## config.mk

```make
export PLATFORM = sky130hd
export DESIGN_NAME = seek_point_index_builder_top_flat
export DESIGN_NICKNAME = d
export VERILOG_FILES = /design/src/hw/rtl/spib_pkg.sv /design/src/hw/rtl/spib_if.sv /design/src/hw/rtl/spib_cfg.sv /design/src/hw/rtl/spib_datapath.sv /design/src/hw/rtl/spib_ctrl.sv /design/src/hw/rtl/seek_point_index_builder_top.sv /design/src/flat_wrapper.sv
export SDC_FILE = /design/constraint.sdc
export NUM_CORES = 1
export LEC_CHECK = 0
export ABC_AREA = 1
export BUFFER_PORTS_ARGS = -buffer_cell sky130_fd_sc_hd__buf_2
export CAP_MARGIN = 20
export CORE_MARGIN = 2
export CORE_UTILIZATION = 61
export DETAILED_ROUTE_END_ITERATION = 10
export GPL_TIMING_DRIVEN = 0
export PLACE_DENSITY_LB_ADDON = 0.05
export REMOVE_ABC_BUFFERS = 1
export SETUP_SLACK_MARGIN = 0.05
export SYNTH_ARGS = -nofsm -noshare
export SYNTH_HDL_FRONTEND = slang
export SYNTH_SLANG_ARGS = --single-unit
```

## constraint.sdc

```tcl
create_clock -name clk -period 10.42 [get_ports clk]
set_input_delay 2.084 -clock clk [delete_from_list [all_inputs] [get_ports clk]]
set_output_delay 2.084 -clock clk [all_outputs]
set_load 0.005 [all_outputs]
```

## src/hw/rtl/spib_pkg.sv

```systemverilog
// Shared types, constants and register indexes of the seek point index builder.
package spib_pkg;

	localparam int MAX_POINTS   = 4096;
	localparam int MAX_PER_ITEM = 64;

	localparam int PM_W  = 13;
	localparam int EN_W  = 12;
	localparam int CNT_W = $clog2(MAX_PER_ITEM + 1);
	localparam int IDX_W = 3;
	localparam int CFG_W = 32;

	localparam logic [IDX_W-1:0] REG_FRAME_STEP      = 3'd0;
	localparam logic [IDX_W-1:0] REG_SAMPLE_STEP     = 3'd1;
	localparam logic [IDX_W-1:0] REG_SAMPLE_FRACTION = 3'd2;
	localparam logic [IDX_W-1:0] REG_FRAME_RATE      = 3'd3;
	localparam logic [IDX_W-1:0] REG_ENTRY_LIMIT     = 3'd4;
	localparam logic [IDX_W-1:0] REG_AUDIO_ENABLED   = 3'd5;
	localparam logic [IDX_W-1:0] REG_STREAM_START    = 3'd6;

	localparam logic [7:0] CH_ZERO = 8'h30;
	localparam logic [7:0] CH_ONE  = 8'h31;
	localparam logic [7:0] CH_D    = 8'h64;
	localparam logic [7:0] CH_C    = 8'h63;
	localparam logic [7:0] CH_B    = 8'h62;
	localparam logic [7:0] CH_W    = 8'h77;

	typedef struct packed {
		logic [15:0] frame_step;
		logic [31:0] sample_step;
		logic [15:0] sample_step_fraction;
		logic [9:0]  frame_rate;
		logic [12:0] entry_limit;
		logic        audio_enabled;
		logic [16:0] stream_start;
	} cfg_t;

	typedef struct packed {
		logic capture;
		logic prep;
		logic step;
		logic reload;
		logic load_out;
		logic commit;
		logic out_last;
		logic out_over;
	} dp_cmd_t;

	typedef struct packed {
		logic full;
		logic due;
	} dp_sts_t;

	typedef struct packed {
		logic [EN_W-1:0] entry_number;
		logic [31:0]     file_offset;
		logic [31:0]     videos_before;
		logic [31:0]     audio_before;
		logic            last;
		logic            table_full;
		logic            overflow;
	} res_t;

endpackage

```

## src/hw/rtl/spib_if.sv

```systemverilog
// Valid/ready channel interfaces for index entries and seek entries.
interface spib_in_if;
	logic        valid;
	logic        ready;
	logic        restart;
	logic [31:0] chunk_tag;
	logic [31:0] chunk_offset;
	logic [31:0] chunk_length;

	modport source (output valid, restart, chunk_tag, chunk_offset, chunk_length,
		input ready);
	modport sink (input valid, restart, chunk_tag, chunk_offset, chunk_length,
		output ready);
endinterface

interface spib_out_if;
	logic        valid;
	logic        ready;
	logic [11:0] entry_number;
	logic [31:0] file_offset;
	logic [31:0] videos_before;
	logic [31:0] audio_before;
	logic        last;
	logic        table_full;
	logic        overflow;

	modport source (output valid, entry_number, file_offset, videos_before, audio_before,
		last, table_full, overflow, input ready);
	modport sink (input valid, entry_number, file_offset, videos_before, audio_before,
		last, table_full, overflow, output ready);
endinterface

```

## src/hw/rtl/spib_cfg.sv

```systemverilog
// Configuration register file of the seek point index builder.
module spib_cfg import spib_pkg::*; (
	input  logic             clk,
	input  logic             arst_n,
	input  logic             cfg_we,
	input  logic [IDX_W-1:0] cfg_index,
	input  logic [CFG_W-1:0] cfg_data,
	output cfg_t             cfg
);

	cfg_t cfg_q;

	always_ff @(posedge clk or negedge arst_n) begin
		if (!arst_n) begin
			cfg_q.frame_step           <= 16'd1;
			cfg_q.sample_step          <= '0;
			cfg_q.sample_step_fraction <= '0;
			cfg_q.frame_rate           <= 10'd25;
			cfg_q.entry_limit          <= 13'd1;
			cfg_q.audio_enabled        <= 1'b0;
			cfg_q.stream_start         <= '0;
		end else if (cfg_we) begin
			case (cfg_index)
				REG_FRAME_STEP:      cfg_q.frame_step           <= cfg_data[15:0];
				REG_SAMPLE_STEP:     cfg_q.sample_step          <= cfg_data[31:0];
				REG_SAMPLE_FRACTION: cfg_q.sample_step_fraction <= cfg_data[15:0];
				REG_FRAME_RATE:      cfg_q.frame_rate           <= cfg_data[9:0];
				REG_ENTRY_LIMIT:     cfg_q.entry_limit          <= cfg_data[12:0];
				REG_AUDIO_ENABLED:   cfg_q.audio_enabled        <= cfg_data[0];
				REG_STREAM_START:    cfg_q.stream_start         <= cfg_data[16:0];
				default: ;
			endcase
		end
	end

	assign cfg = cfg_q;

endmodule

```

## src/hw/rtl/spib_datapath.sv

```systemverilog
// Datapath: running counters, working copy of the targets, step unit and result register.
module spib_datapath import spib_pkg::*; (
	input  logic        clk,
	input  logic        arst_n,
	input  cfg_t        cfg,
	input  dp_cmd_t     cmd,
	output dp_sts_t     sts,
	input  logic        restart,
	input  logic [31:0] chunk_tag,
	input  logic [31:0] chunk_offset,
	input  logic [31:0] chunk_length,
	output res_t        res
);

	logic [31:0]     video_count_q, audio_bytes_q, next_frame_q, next_sample_q, offset_base_q;
	logic [15:0]     sample_fraction_q;
	logic [PM_W-1:0] points_made_q;

	logic [31:0]     wf_q, ws_q, wf_d, ws_d;
	logic [15:0]     wfr_q, wfr_d;
	logic [PM_W-1:0] wp_q, wp_d;

	logic [31:0] off_q, len_q, asum_q;
	logic        vid_q, aud_q;
	res_t        res_q;

	logic [PM_W-1:0] lim;
	logic [15:0]     fsum, fnew;
	logic            fge;
	logic [PM_W-1:0] wp_inc;
	logic [7:0]      t0, t1, t2, t3;
	logic            is_vid, is_aud;

	assign t0 = chunk_tag[7:0];
	assign t1 = chunk_tag[15:8];
	assign t2 = chunk_tag[23:16];
	assign t3 = chunk_tag[31:24];
	assign is_vid = (t0 == CH_ZERO) && (t1 == CH_ZERO) && (t2 == CH_D)
		&& ((t3 == CH_C) || (t3 == CH_B));
	assign is_aud = cfg.audio_enabled && (t0 == CH_ZERO) && (t1 == CH_ONE)
		&& (t2 == CH_W) && (t3 == CH_B);

	assign lim = (cfg.entry_limit > PM_W'(MAX_POINTS)) ? PM_W'(MAX_POINTS) : cfg.entry_limit;

	assign fsum   = wfr_q + cfg.sample_step_fraction;
	assign fge    = fsum >= {6'd0, cfg.frame_rate};
	assign fnew   = fge ? fsum - {6'd0, cfg.frame_rate} : fsum;
	assign wp_inc = wp_q + PM_W'(1);

	always_comb begin
		wf_d  = wf_q;
		ws_d  = ws_q;
		wfr_d = wfr_q;
		wp_d  = wp_q;
		if (cmd.prep || cmd.reload) begin
			wf_d  = next_frame_q;
			ws_d  = next_sample_q;
			wfr_d = sample_fraction_q;
			wp_d  = points_made_q;
		end else if (cmd.step) begin
			wf_d  = wf_q + {16'd0, cfg.frame_step};
			ws_d  = ws_q + cfg.sample_step + {31'd0, fge};
			wfr_d = fnew;
			wp_d  = wp_inc;
		end
	end

	always_ff @(posedge clk) begin
		wf_q  <= wf_d;
		ws_q  <= ws_d;
		wfr_q <= wfr_d;
		wp_q  <= wp_d;
		if (cmd.capture) begin
			off_q <= chunk_offset;
			len_q <= chunk_length;
			vid_q <= is_vid;
			aud_q <= is_aud;
		end
		if (cmd.prep) begin
			asum_q <= audio_bytes_q + len_q;
		end
		if (cmd.load_out) begin
			res_q.entry_number  <= wp_q[EN_W-1:0];
			res_q.file_offset   <= offset_base_q + off_q;
			res_q.videos_before <= video_count_q;
			res_q.audio_before  <= audio_bytes_q;
			res_q.last          <= cmd.out_last;
			res_q.table_full    <= wp_inc >= lim;
			res_q.overflow      <= cmd.out_over;
		end
	end

	always_ff @(posedge clk or negedge arst_n) begin
		if (!arst_n) begin
			video_count_q     <= '0;
			audio_bytes_q     <= '0;
			next_frame_q      <= '0;
			next_sample_q     <= '0;
			sample_fraction_q <= '0;
			points_made_q     <= '0;
			offset_base_q     <= '0;
		end else if (cmd.capture && restart) begin
			video_count_q     <= '0;
			audio_bytes_q     <= '0;
			next_frame_q      <= '0;
			next_sample_q     <= '0;
			sample_fraction_q <= '0;
			points_made_q     <= '0;
			offset_base_q     <= '0;
		end else if (cmd.prep) begin
			if ((video_count_q == '0) && (audio_bytes_q == '0) && (points_made_q == '0)) begin
				offset_base_q <= (off_q < {15'd0, cfg.stream_start})
					? {15'd0, cfg.stream_start} - 32'd4 : '0;
			end
		end else if (cmd.commit) begin
			next_frame_q      <= wf_d;
			next_sample_q     <= ws_d;
			sample_fraction_q <= wfr_d;
			points_made_q     <= wp_d;
			video_count_q     <= video_count_q + {31'd0, vid_q};
			if (aud_q) begin
				audio_bytes_q <= asum_q;
			end
		end
	end

	assign sts.full = points_made_q >= lim;
	assign sts.due  = (wp_q < lim)
		&& ((vid_q && (video_count_q >= wf_q)) || (aud_q && (asum_q > ws_q)));
	assign res = res_q;

endmodule

```

## src/hw/rtl/spib_ctrl.sv

```systemverilog
// Controller: item sequencing through a counting pass and an emitting pass.
module spib_ctrl import spib_pkg::*; (
	input  logic    clk,
	input  logic    arst_n,
	input  logic    in_valid,
	output logic    in_ready,
	input  logic    out_ready,
	output logic    out_valid,
	input  dp_sts_t sts,
	output dp_cmd_t cmd
);

	localparam logic [1:0] ST_IDLE  = 2'd0;
	localparam logic [1:0] ST_PREP  = 2'd1;
	localparam logic [1:0] ST_COUNT = 2'd2;
	localparam logic [1:0] ST_EMIT  = 2'd3;

	logic [1:0]       state_q, state_d;
	logic [CNT_W-1:0] cnt_q, cnt_d, n_q, n_d, k_q, k_d;
	logic             over_q, over_d, ovalid_q, ovalid_d;
	logic             accept, fire, last;

	assign in_ready = state_q == ST_IDLE;
	assign accept   = in_valid && in_ready;
	assign fire     = (state_q == ST_EMIT) && (!ovalid_q || out_ready);
	assign last     = CNT_W'(k_q + CNT_W'(1)) == n_q;

	always_comb begin
		state_d = state_q;
		cnt_d   = cnt_q;
		n_d     = n_q;
		k_d     = k_q;
		over_d  = over_q;
		cmd     = '0;
		case (state_q)
			ST_IDLE: begin
				if (accept) begin
					cmd.capture = 1'b1;
					state_d     = ST_PREP;
				end
			end
			ST_PREP: begin
				if (sts.full) begin
					state_d = ST_IDLE;
				end else begin
					cmd.prep = 1'b1;
					cnt_d    = '0;
					state_d  = ST_COUNT;
				end
			end
			ST_COUNT: begin
				if (sts.due && (cnt_q != CNT_W'(MAX_PER_ITEM))) begin
					cmd.step = 1'b1;
					cnt_d    = cnt_q + CNT_W'(1);
				end else begin
					n_d    = cnt_q;
					over_d = sts.due;
					if (cnt_q == '0) begin
						cmd.commit = 1'b1;
						state_d    = ST_IDLE;
					end else begin
						cmd.reload = 1'b1;
						k_d        = '0;
						state_d    = ST_EMIT;
					end
				end
			end
			ST_EMIT: begin
				if (fire) begin
					cmd.load_out = 1'b1;
					cmd.step     = 1'b1;
					cmd.out_last = last;
					cmd.out_over = over_q;
					k_d          = k_q + CNT_W'(1);
					if (last) begin
						cmd.commit = 1'b1;
						state_d    = ST_IDLE;
					end
				end
			end
			default: begin
				state_d = ST_IDLE;
			end
		endcase
		if (fire) begin
			ovalid_d = 1'b1;
		end else if (out_ready) begin
			ovalid_d = 1'b0;
		end else begin
			ovalid_d = ovalid_q;
		end
	end

	always_ff @(posedge clk or negedge arst_n) begin
		if (!arst_n) begin
			state_q  <= ST_IDLE;
			cnt_q    <= '0;
			n_q      <= '0;
			k_q      <= '0;
			over_q   <= 1'b0;
			ovalid_q <= 1'b0;
		end else begin
			state_q  <= state_d;
			cnt_q    <= cnt_d;
			n_q      <= n_d;
			k_q      <= k_d;
			over_q   <= over_d;
			ovalid_q <= ovalid_d;
		end
	end

	assign out_valid = ovalid_q;

`ifndef SYNTHESIS
	a_cnt_bound: assert property (@(posedge clk) disable iff (!arst_n)
		cnt_q <= CNT_W'(MAX_PER_ITEM))
		else $error("count pass exceeded the per-item cap");
	a_emit_range: assert property (@(posedge clk) disable iff (!arst_n)
		(state_q == ST_EMIT) |-> ((n_q != '0) && (k_q < n_q)))
		else $error("emit index outside the counted range");
	a_accept_prep: assert property (@(posedge clk) disable iff (!arst_n)
		accept |=> (state_q == ST_PREP))
		else $error("accepted beat did not start preparation");
	a_last_idle: assert property (@(posedge clk) disable iff (!arst_n)
		(fire && last) |=> ((state_q == ST_IDLE) && out_valid))
		else $error("final seek beat did not return to idle");
`endif

endmodule

```

## src/hw/rtl/seek_point_index_builder_top.sv

```systemverilog
// Top level of the seek point index builder.
// One index entry is handled at a time: accept, a preparation state, a counting
// pass for an entry yielding n seek points (n at most 64), then an emit pass of
// n registered seek beats, which stalls while a held beat is not taken. A full
// table returns to idle from preparation, an entry with no point from the counting pass.
// Reset is asynchronous and active low: config registers to reset values, counters zero.
module seek_point_index_builder_top import spib_pkg::*; (
	input  logic             clk,
	input  logic             arst_n,
	input  logic             cfg_we,
	input  logic [IDX_W-1:0] cfg_index,
	input  logic [CFG_W-1:0] cfg_data,
	spib_in_if.sink          in_ch,
	spib_out_if.source       out_ch
);

	cfg_t    cfg;
	dp_cmd_t cmd;
	dp_sts_t sts;
	res_t    res;

	spib_cfg u_cfg (
		.clk       (clk),
		.arst_n    (arst_n),
		.cfg_we    (cfg_we),
		.cfg_index (cfg_index),
		.cfg_data  (cfg_data),
		.cfg       (cfg)
	);

	spib_ctrl u_ctrl (
		.clk       (clk),
		.arst_n    (arst_n),
		.in_valid  (in_ch.valid),
		.in_ready  (in_ch.ready),
		.out_ready (out_ch.ready),
		.out_valid (out_ch.valid),
		.sts       (sts),
		.cmd       (cmd)
	);

	spib_datapath u_dp (
		.clk          (clk),
		.arst_n       (arst_n),
		.cfg          (cfg),
		.cmd          (cmd),
		.sts          (sts),
		.restart      (in_ch.restart),
		.chunk_tag    (in_ch.chunk_tag),
		.chunk_offset (in_ch.chunk_offset),
		.chunk_length (in_ch.chunk_length),
		.res          (res)
	);

	assign out_ch.entry_number  = res.entry_number;
	assign out_ch.file_offset   = res.file_offset;
	assign out_ch.videos_before = res.videos_before;
	assign out_ch.audio_before  = res.audio_before;
	assign out_ch.last          = res.last;
	assign out_ch.table_full    = res.table_full;
	assign out_ch.overflow      = res.overflow;

endmodule

```

## src/flat_wrapper.sv

```systemverilog
// flat-port wrapper written by rule: the top's interface ports become plain ports
module seek_point_index_builder_top_flat import spib_pkg::*;
  (clk, arst_n, cfg_we, cfg_index, cfg_data, in_ch_valid, in_ch_restart, in_ch_chunk_tag, in_ch_chunk_offset, in_ch_chunk_length, in_ch_ready, out_ch_valid, out_ch_entry_number, out_ch_file_offset, out_ch_videos_before, out_ch_audio_before, out_ch_last, out_ch_table_full, out_ch_overflow, out_ch_ready);
  spib_in_if in_ch_i ();
  spib_out_if out_ch_i ();
  input  logic clk;
  input  logic arst_n;
  input  logic cfg_we;
  input  logic [IDX_W-1:0] cfg_index;
  input  logic [CFG_W-1:0] cfg_data;
  input wire logic [$bits(in_ch_i.valid)-1:0] in_ch_valid;
  input wire logic [$bits(in_ch_i.restart)-1:0] in_ch_restart;
  input wire logic [$bits(in_ch_i.chunk_tag)-1:0] in_ch_chunk_tag;
  input wire logic [$bits(in_ch_i.chunk_offset)-1:0] in_ch_chunk_offset;
  input wire logic [$bits(in_ch_i.chunk_length)-1:0] in_ch_chunk_length;
  output wire logic [$bits(in_ch_i.ready)-1:0] in_ch_ready;
  output wire logic [$bits(out_ch_i.valid)-1:0] out_ch_valid;
  output wire logic [$bits(out_ch_i.entry_number)-1:0] out_ch_entry_number;
  output wire logic [$bits(out_ch_i.file_offset)-1:0] out_ch_file_offset;
  output wire logic [$bits(out_ch_i.videos_before)-1:0] out_ch_videos_before;
  output wire logic [$bits(out_ch_i.audio_before)-1:0] out_ch_audio_before;
  output wire logic [$bits(out_ch_i.last)-1:0] out_ch_last;
  output wire logic [$bits(out_ch_i.table_full)-1:0] out_ch_table_full;
  output wire logic [$bits(out_ch_i.overflow)-1:0] out_ch_overflow;
  input wire logic [$bits(out_ch_i.ready)-1:0] out_ch_ready;
  assign in_ch_i.valid = in_ch_valid;
  assign in_ch_i.restart = in_ch_restart;
  assign in_ch_i.chunk_tag = in_ch_chunk_tag;
  assign in_ch_i.chunk_offset = in_ch_chunk_offset;
  assign in_ch_i.chunk_length = in_ch_chunk_length;
  assign in_ch_ready = in_ch_i.ready;
  assign out_ch_valid = out_ch_i.valid;
  assign out_ch_entry_number = out_ch_i.entry_number;
  assign out_ch_file_offset = out_ch_i.file_offset;
  assign out_ch_videos_before = out_ch_i.videos_before;
  assign out_ch_audio_before = out_ch_i.audio_before;
  assign out_ch_last = out_ch_i.last;
  assign out_ch_table_full = out_ch_i.table_full;
  assign out_ch_overflow = out_ch_i.overflow;
  assign out_ch_i.ready = out_ch_ready;
  seek_point_index_builder_top u_core (.clk(clk), .arst_n(arst_n), .cfg_we(cfg_we), .cfg_index(cfg_index), .cfg_data(cfg_data), .in_ch(in_ch_i), .out_ch(out_ch_i));
endmodule
```

# Word level (Yosys, flattened, before mapping)
# Index checks and enable logic that the tools add are counted.
[totals]
ff_bits = 621
input_bits = 137
[op_classes]
bitwise = 1
n_lt_le_gt_ge = 8
muxes = 65
n_addsub = 12
n_eq_ne = 26
reduce_logical = 49
[ops]
columns = ["cell", "n"]
rows = [
  ["$mux 32", 21],
  ["$add 32x32->32", 3],
  ["$mux 16", 6],
  ["$mux 13", 6],
  ["$add 32x1->32", 2],
  ["$logic_not 32->1", 2],
  ["$mux 7", 5],
  ["$add 32x16->32", 1],
  ["$eq 8x7->1 const B", 4],
  ["$ge 32x32->1", 1],
  ["$gt 32x32->1", 1],
  ["$lt 32x17->1", 1],
  ["$pmux 7 s2", 2],
  ["$ge 13x13->1", 2],
  ["$eq 8x6->1 const B", 3],
  ["$reduce_and 2->1", 11],
  ["$sub 17x3->18 const B", 1],
  ["$add 16x16->16", 1],
  ["$ge 16x10->1", 1],
  ["$logic_and 1x1->1", 16],
  ["$sub 16x10->16", 1],
  ["$mux 1", 15],
  ["$add 7x1->7 const B", 2],
  ["$reduce_bool 2->1", 7],
  ["25 further kinds", 46],
]

# Depth between registers and ports, before layout
[logic_depth]
ltp_word = 12
ltp_mapped = 34
mapped_depth_nobuf = 34

# Hierarchy
# A second synthesis with hierarchy kept.
[unflattened]
hier_cells = 4141
area_unflattened_um2 = 34371.7
[modules_own_cells]
columns = ["mod", "instances", "cells_each", "area_per_inst_um2"]
rows = [
  ["spib_datapath", 1, 3474, 28751.3],
  ["spib_cfg", 1, 466, 4131.5],
  ["spib_ctrl", 1, 201, 1488.9],
]

# Worst setup path before layout
# No wires, ideal clock.
[synth_path]
path_type = "input port to flip-flop"
from = "input out_ch_ready"
to = "register u_core.u_dp.wf_q[26]"
cell_stages = 10
slack_ns = 0.612
t_required_ns = 10.305
arrival_time_ns = 9.694
path_cell_list = "nor2_1 > nor2_1 > clkinv_1 > nand2_2 > buf_4 > buf_4 > nand2_1 > o21ai_0 > nand2_1 > and2_1"
[synth_between]
elab_chain_len = 6
[synth_rtl]
columns = ["item", "line", "source"]
rows = [
  ["start: declaration", "flat_wrapper.sv:25", "input wire logic [$bits(out_ch_i.ready)-1:0] out_ch_ready;"],
  ["$logic_or 1x1->1", "spib_ctrl.sv:25", "assign fire = (state_q == ST_EMIT) && (!ovalid_q || out_ready);"],
  ["$logic_and 1x1->1", "spib_ctrl.sv:25", ""],
  ["$mux 1", "spib_ctrl.sv:69", "if (fire) begin"],
  ["$pmux 1 s2", "spib_ctrl.sv:35", "case (state_q)"],
  ["$mux 32", "spib_datapath.sv:60", "end else if (cmd.step) begin"],
  ["$mux 32", "spib_datapath.sv:55", "if (cmd.prep || cmd.reload) begin"],
  ["named net u_core.u_dp.wf_d[26]", "spib_datapath.sv:19", "logic [31:0] wf_q, ws_q, wf_d, ws_d;"],
  ["end signal: assignment", "spib_datapath.sv:69", "wf_q <= wf_d;"],
  ["end: declaration", "spib_datapath.sv:19", ""],
]
# The timed path passes the listed nets, and every way through them passes these cells.
# A chain may end at the register's enable or synchronous reset.

# Worst setup path after layout
[layout_path]
from = "register u_core.u_cfg.cfg_q, in the netlist u_core.u_cfg.cfg[41]"
to = "register u_core.u_dp.next_sample_q[22]"
[layout_between]
elab_chain_len = 8
[layout_rtl]
columns = ["item", "line", "source"]
rows = [
  ["start: declaration", "spib_cfg.sv:11", "cfg_t cfg_q;"],
  ["$add 16x16->16", "spib_datapath.sv:45", "assign fsum = wfr_q + cfg.sample_step_fraction;"],
  ["$ge 16x10->1", "spib_datapath.sv:46", "assign fge = fsum >= {6'd0, cfg.frame_rate};"],
  ["$add 32x1->32", "spib_datapath.sv:62", "ws_d = ws_q + cfg.sample_step + {31'd0, fge};"],
  ["$mux 32", "spib_datapath.sv:60", ""],
  ["$mux 32", "spib_datapath.sv:55", ""],
  ["$mux 32", "spib_datapath.sv:115", "end else if (cmd.commit) begin"],
  ["$mux 32", "spib_datapath.sv:110", "end else if (cmd.prep) begin"],
  ["$mux 32", "spib_datapath.sv:102", "end else if (cmd.capture && restart) begin"],
  ["end signal: assignment", "spib_datapath.sv:117", "next_sample_q <= ws_d;"],
  ["end: declaration", "spib_datapath.sv:15", "logic [31:0] video_count_q, audio_bytes_q, next_frame_q, next_sample_q, offset_base_q;"],
]
# No other way between the ends. The select of a mux whose other input is x is not followed.

==> results.ini <==
[run_status]
status = complete, no violations

[grt]
grt.overflow.total = 0
grt_start_max_net_pins = 103
grt_pass1_vias = 27735
antenna_found_initial = 1
grt_pass1_wl_um = 147000
grt_use_total = 0.314

[critical_path]
cp.required_ns = 10.96
crit_top_cell = nand2_1
critPathLaunchType = register
end_kind = register
cp_max_fo = 17
slowest_delay_ns = 0.56
worstSetupPathType = register to register
cp_slowest_cell = fa_1
cp.arrival_ns = 6.80

[final_layout]
final_cells = 5232
final_net_count = 4826
drive_gt1_frac = 0.116
most-common-layout-cells = nand2_1, inv_1, dfrtp_1
num_antenna_cells = 0
multiInputGateArea_um2 = 17200
fillers = 4581
layout.cells.most_common = nand2_1
syn_to_final_growth_pct = 13.1
regArea_um2 = 15800
stdcell_area_um2 = 39500

[die]
chipHeight_um = 243
start_util = 0.618
rows = 87
coreArea_um2 = 56500
die-area_um2 = 59200
io_pins = 250
fp.dieW_um = 243

[route]
drt_iter0_drc = 2246
ant_nets = 0
avgRoutedWirePerCell_um = 17.7
drt_wl_total_um = 92800
viasPerCell = 5.59
via_count = 29242
drc = 0
drt_first_pass_iters = 6

[sta]
skew_ns = 0.0220
finalHoldViolCount = 0
slew_violations = 0
whs_ns = 0.473
layout_min_cycle_time_ns = 6.26
slew_headroom = 0.281
fmax_mhz = 160
finalSetupViolCount = 0
worst_slack_ns = 4.16
rsz0062_at_grt = no
finalCritPeriodShare = 0.601
tightest_slew_ns = 1.08

[cts]
cts-htree-levels = 3
clkTransAtPathRegs_ns = 0.06
cts_resized = 0
cts_buffers = 69
cts.sink_count = 607
hold_buffers = 0
clk_path_buf_depth = 3
cts_tree = built
post_cts_buffers = 0
clock_latency_ns = 0.61
cts_root_buffer = clkbuf_16

[placed_design]
hpwl_um = 68500
portBuffers = 249
dpl-instance-area_um2 = 37100
post-place-ws_ns = 4.21
gp_congestion = 0.952
dp_cells = 5108

[synthesis]
synth-seq-area-share = 0.452
yosysWarnings = 0
async_flop_share = 0.502
ys.flop_type = dfrtp_1
synthDistinctLibCells = 57
netlist_area_um2 = 34900
netlist_instances = 4178
ys_ff_latch = 607
synth_area_per_cell_um2 = 8.36
synth_edf_count = 209

[pwr]
max-vdd-ir-drop_v = 0.000226
power.total_uw = 12400
power.density_nw_per_um2 = 315
p_leak_uw = 0.0191

[min_path]
hold_class = register to register

[run]
maxCapViolations = 0

[layer usage]
layer	GRT usage	up-vias	wire length (um)
met1	0.438	13749	41800
li1	-	14458	-
met5	0	-	0
met3	0.0402	155	5380
met2	0.513	880	43000
met4	0.0951	0	2590
[area by class of cell]
| class | count | share of cell area |
|---|---|---|
| multi-input cells | 3073 | 0.435 |
| well taps | 756 | 0.0239 |
| flip-flops and latches | 607 | 0.399 |
| clock inverters | 32 | 0.0105 |
| clock buffers | 92 | 0.0493 |
| repair buffers | 273 | 0.0438 |
| inverters | 399 | 0.0379 |
[worst max-delay path: cells and delay by family, from the launching register on]
| family | cells | cell delay [ns] |
|---|---|---|
| simple gates | 25 | 2.88 |
| fa+ha+maj | 5 | 2.00 |
| buf+inv | 2 | 0.50 |
| flops | 1 | 0.41 |
| xor+xnor | 2 | 0.36 |
[state kept, by name (all words and copies together) (netlist names), 13 cells and up]
| register | flops |
|---|---|
| u_core.u_dp.res | 111 |
| u_core.u_dp.ws_q | 32 |
| u_core.u_dp.wfr_q | 16 |
| u_core.u_dp.off_q | 32 |
| u_core.u_dp.len_q | 32 |
| u_core.u_dp.offset_base_q | 18 |
| u_core.u_dp.points_made_q | 13 |
| u_core.u_cfg.cfg | 105 |
| u_core.u_dp.wf_q | 32 |
| u_core.u_dp.video_count_q | 32 |
| u_core.u_dp.next_sample_q | 32 |
| u_core.u_dp.wp_q | 13 |
| u_core.u_dp.audio_bytes_q | 32 |
| u_core.u_dp.asum_q | 32 |
| u_core.u_dp.next_frame_q | 32 |
| u_core.u_dp.sample_fraction_q | 16 |
[worst paths after layout]
kind                                                              to  slack, ns  cells after the start                                     from
min reg2reg                  u_core.u_dp.next_frame_q[7]$_DFFE_PN0P_       0.47                      2  u_core.u_dp.next_frame_q[7]$_DFFE_PN0P_
max in group asynchronous   u_core.u_dp.offset_base_q[9]$_DFFE_PN0P_       8.09                      2                                   arst_n
min                          u_core.u_dp.next_frame_q[7]$_DFFE_PN0P_       0.47                      2  u_core.u_dp.next_frame_q[7]$_DFFE_PN0P_
max                        u_core.u_dp.next_sample_q[22]$_DFFE_PN0P_       4.16                     34         u_core.u_cfg.cfg[41]$_DFFE_PN0P_
min in group asynchronous           u_core.u_cfg.cfg[41]$_DFFE_PN0P_       1.40                      1                                   arst_n
max reg2reg                u_core.u_dp.next_sample_q[22]$_DFFE_PN0P_       4.16                     34         u_core.u_cfg.cfg[41]$_DFFE_PN0P_
[Yosys cell counts (all sizes together), types with 73 or more instances]
cell	n	area [um^2]
nand2	1169	4390
inv	395	1480
dfrtp	300	7510
nand3	284	1430
ha	259	3240
o21ai	256	1280
nor2	215	822
a21oi	212	1070
edfxtp	209	6280
xor2	129	1130
or2	94	588
dfxtp	93	1860
and2	85	532
nor3	73	365
[through the flow]
stage	setup TNS [ns]	utilization
finish	0	0.699
global route	0	0.699
CTS	0	0.699
floorplan	-297.43	-
detailed placement	0	0.657
global placement	-2057.33	0.648
[cells by family (layout without fill, tap and decap cells)]
| kind of cell | Yosys count | count (layout) | synth area share |
|---|---|---|---|
| mux | 15 | 15 | 0.00484 |
| buf+inv | 498 | 796 | 0.0574 |
| xor+xnor | 172 | 172 | 0.0431 |
| flops | 607 | 607 | 0.452 |
| fa+ha+maj | 266 | 266 | 0.0968 |
| compound gates | 574 | 574 | 0.0899 |
| simple gates | 2046 | 2046 | 0.256 |
[report_power, final]
group	internal [uW]	total (uW)	leakage, uW	switching (uW)
logic	2270	5950	0.0112	3680
clock network	1540	2530	0.00115	988
registers	3340	3950	0.00670	613
(Power assumes the default switching activity.)
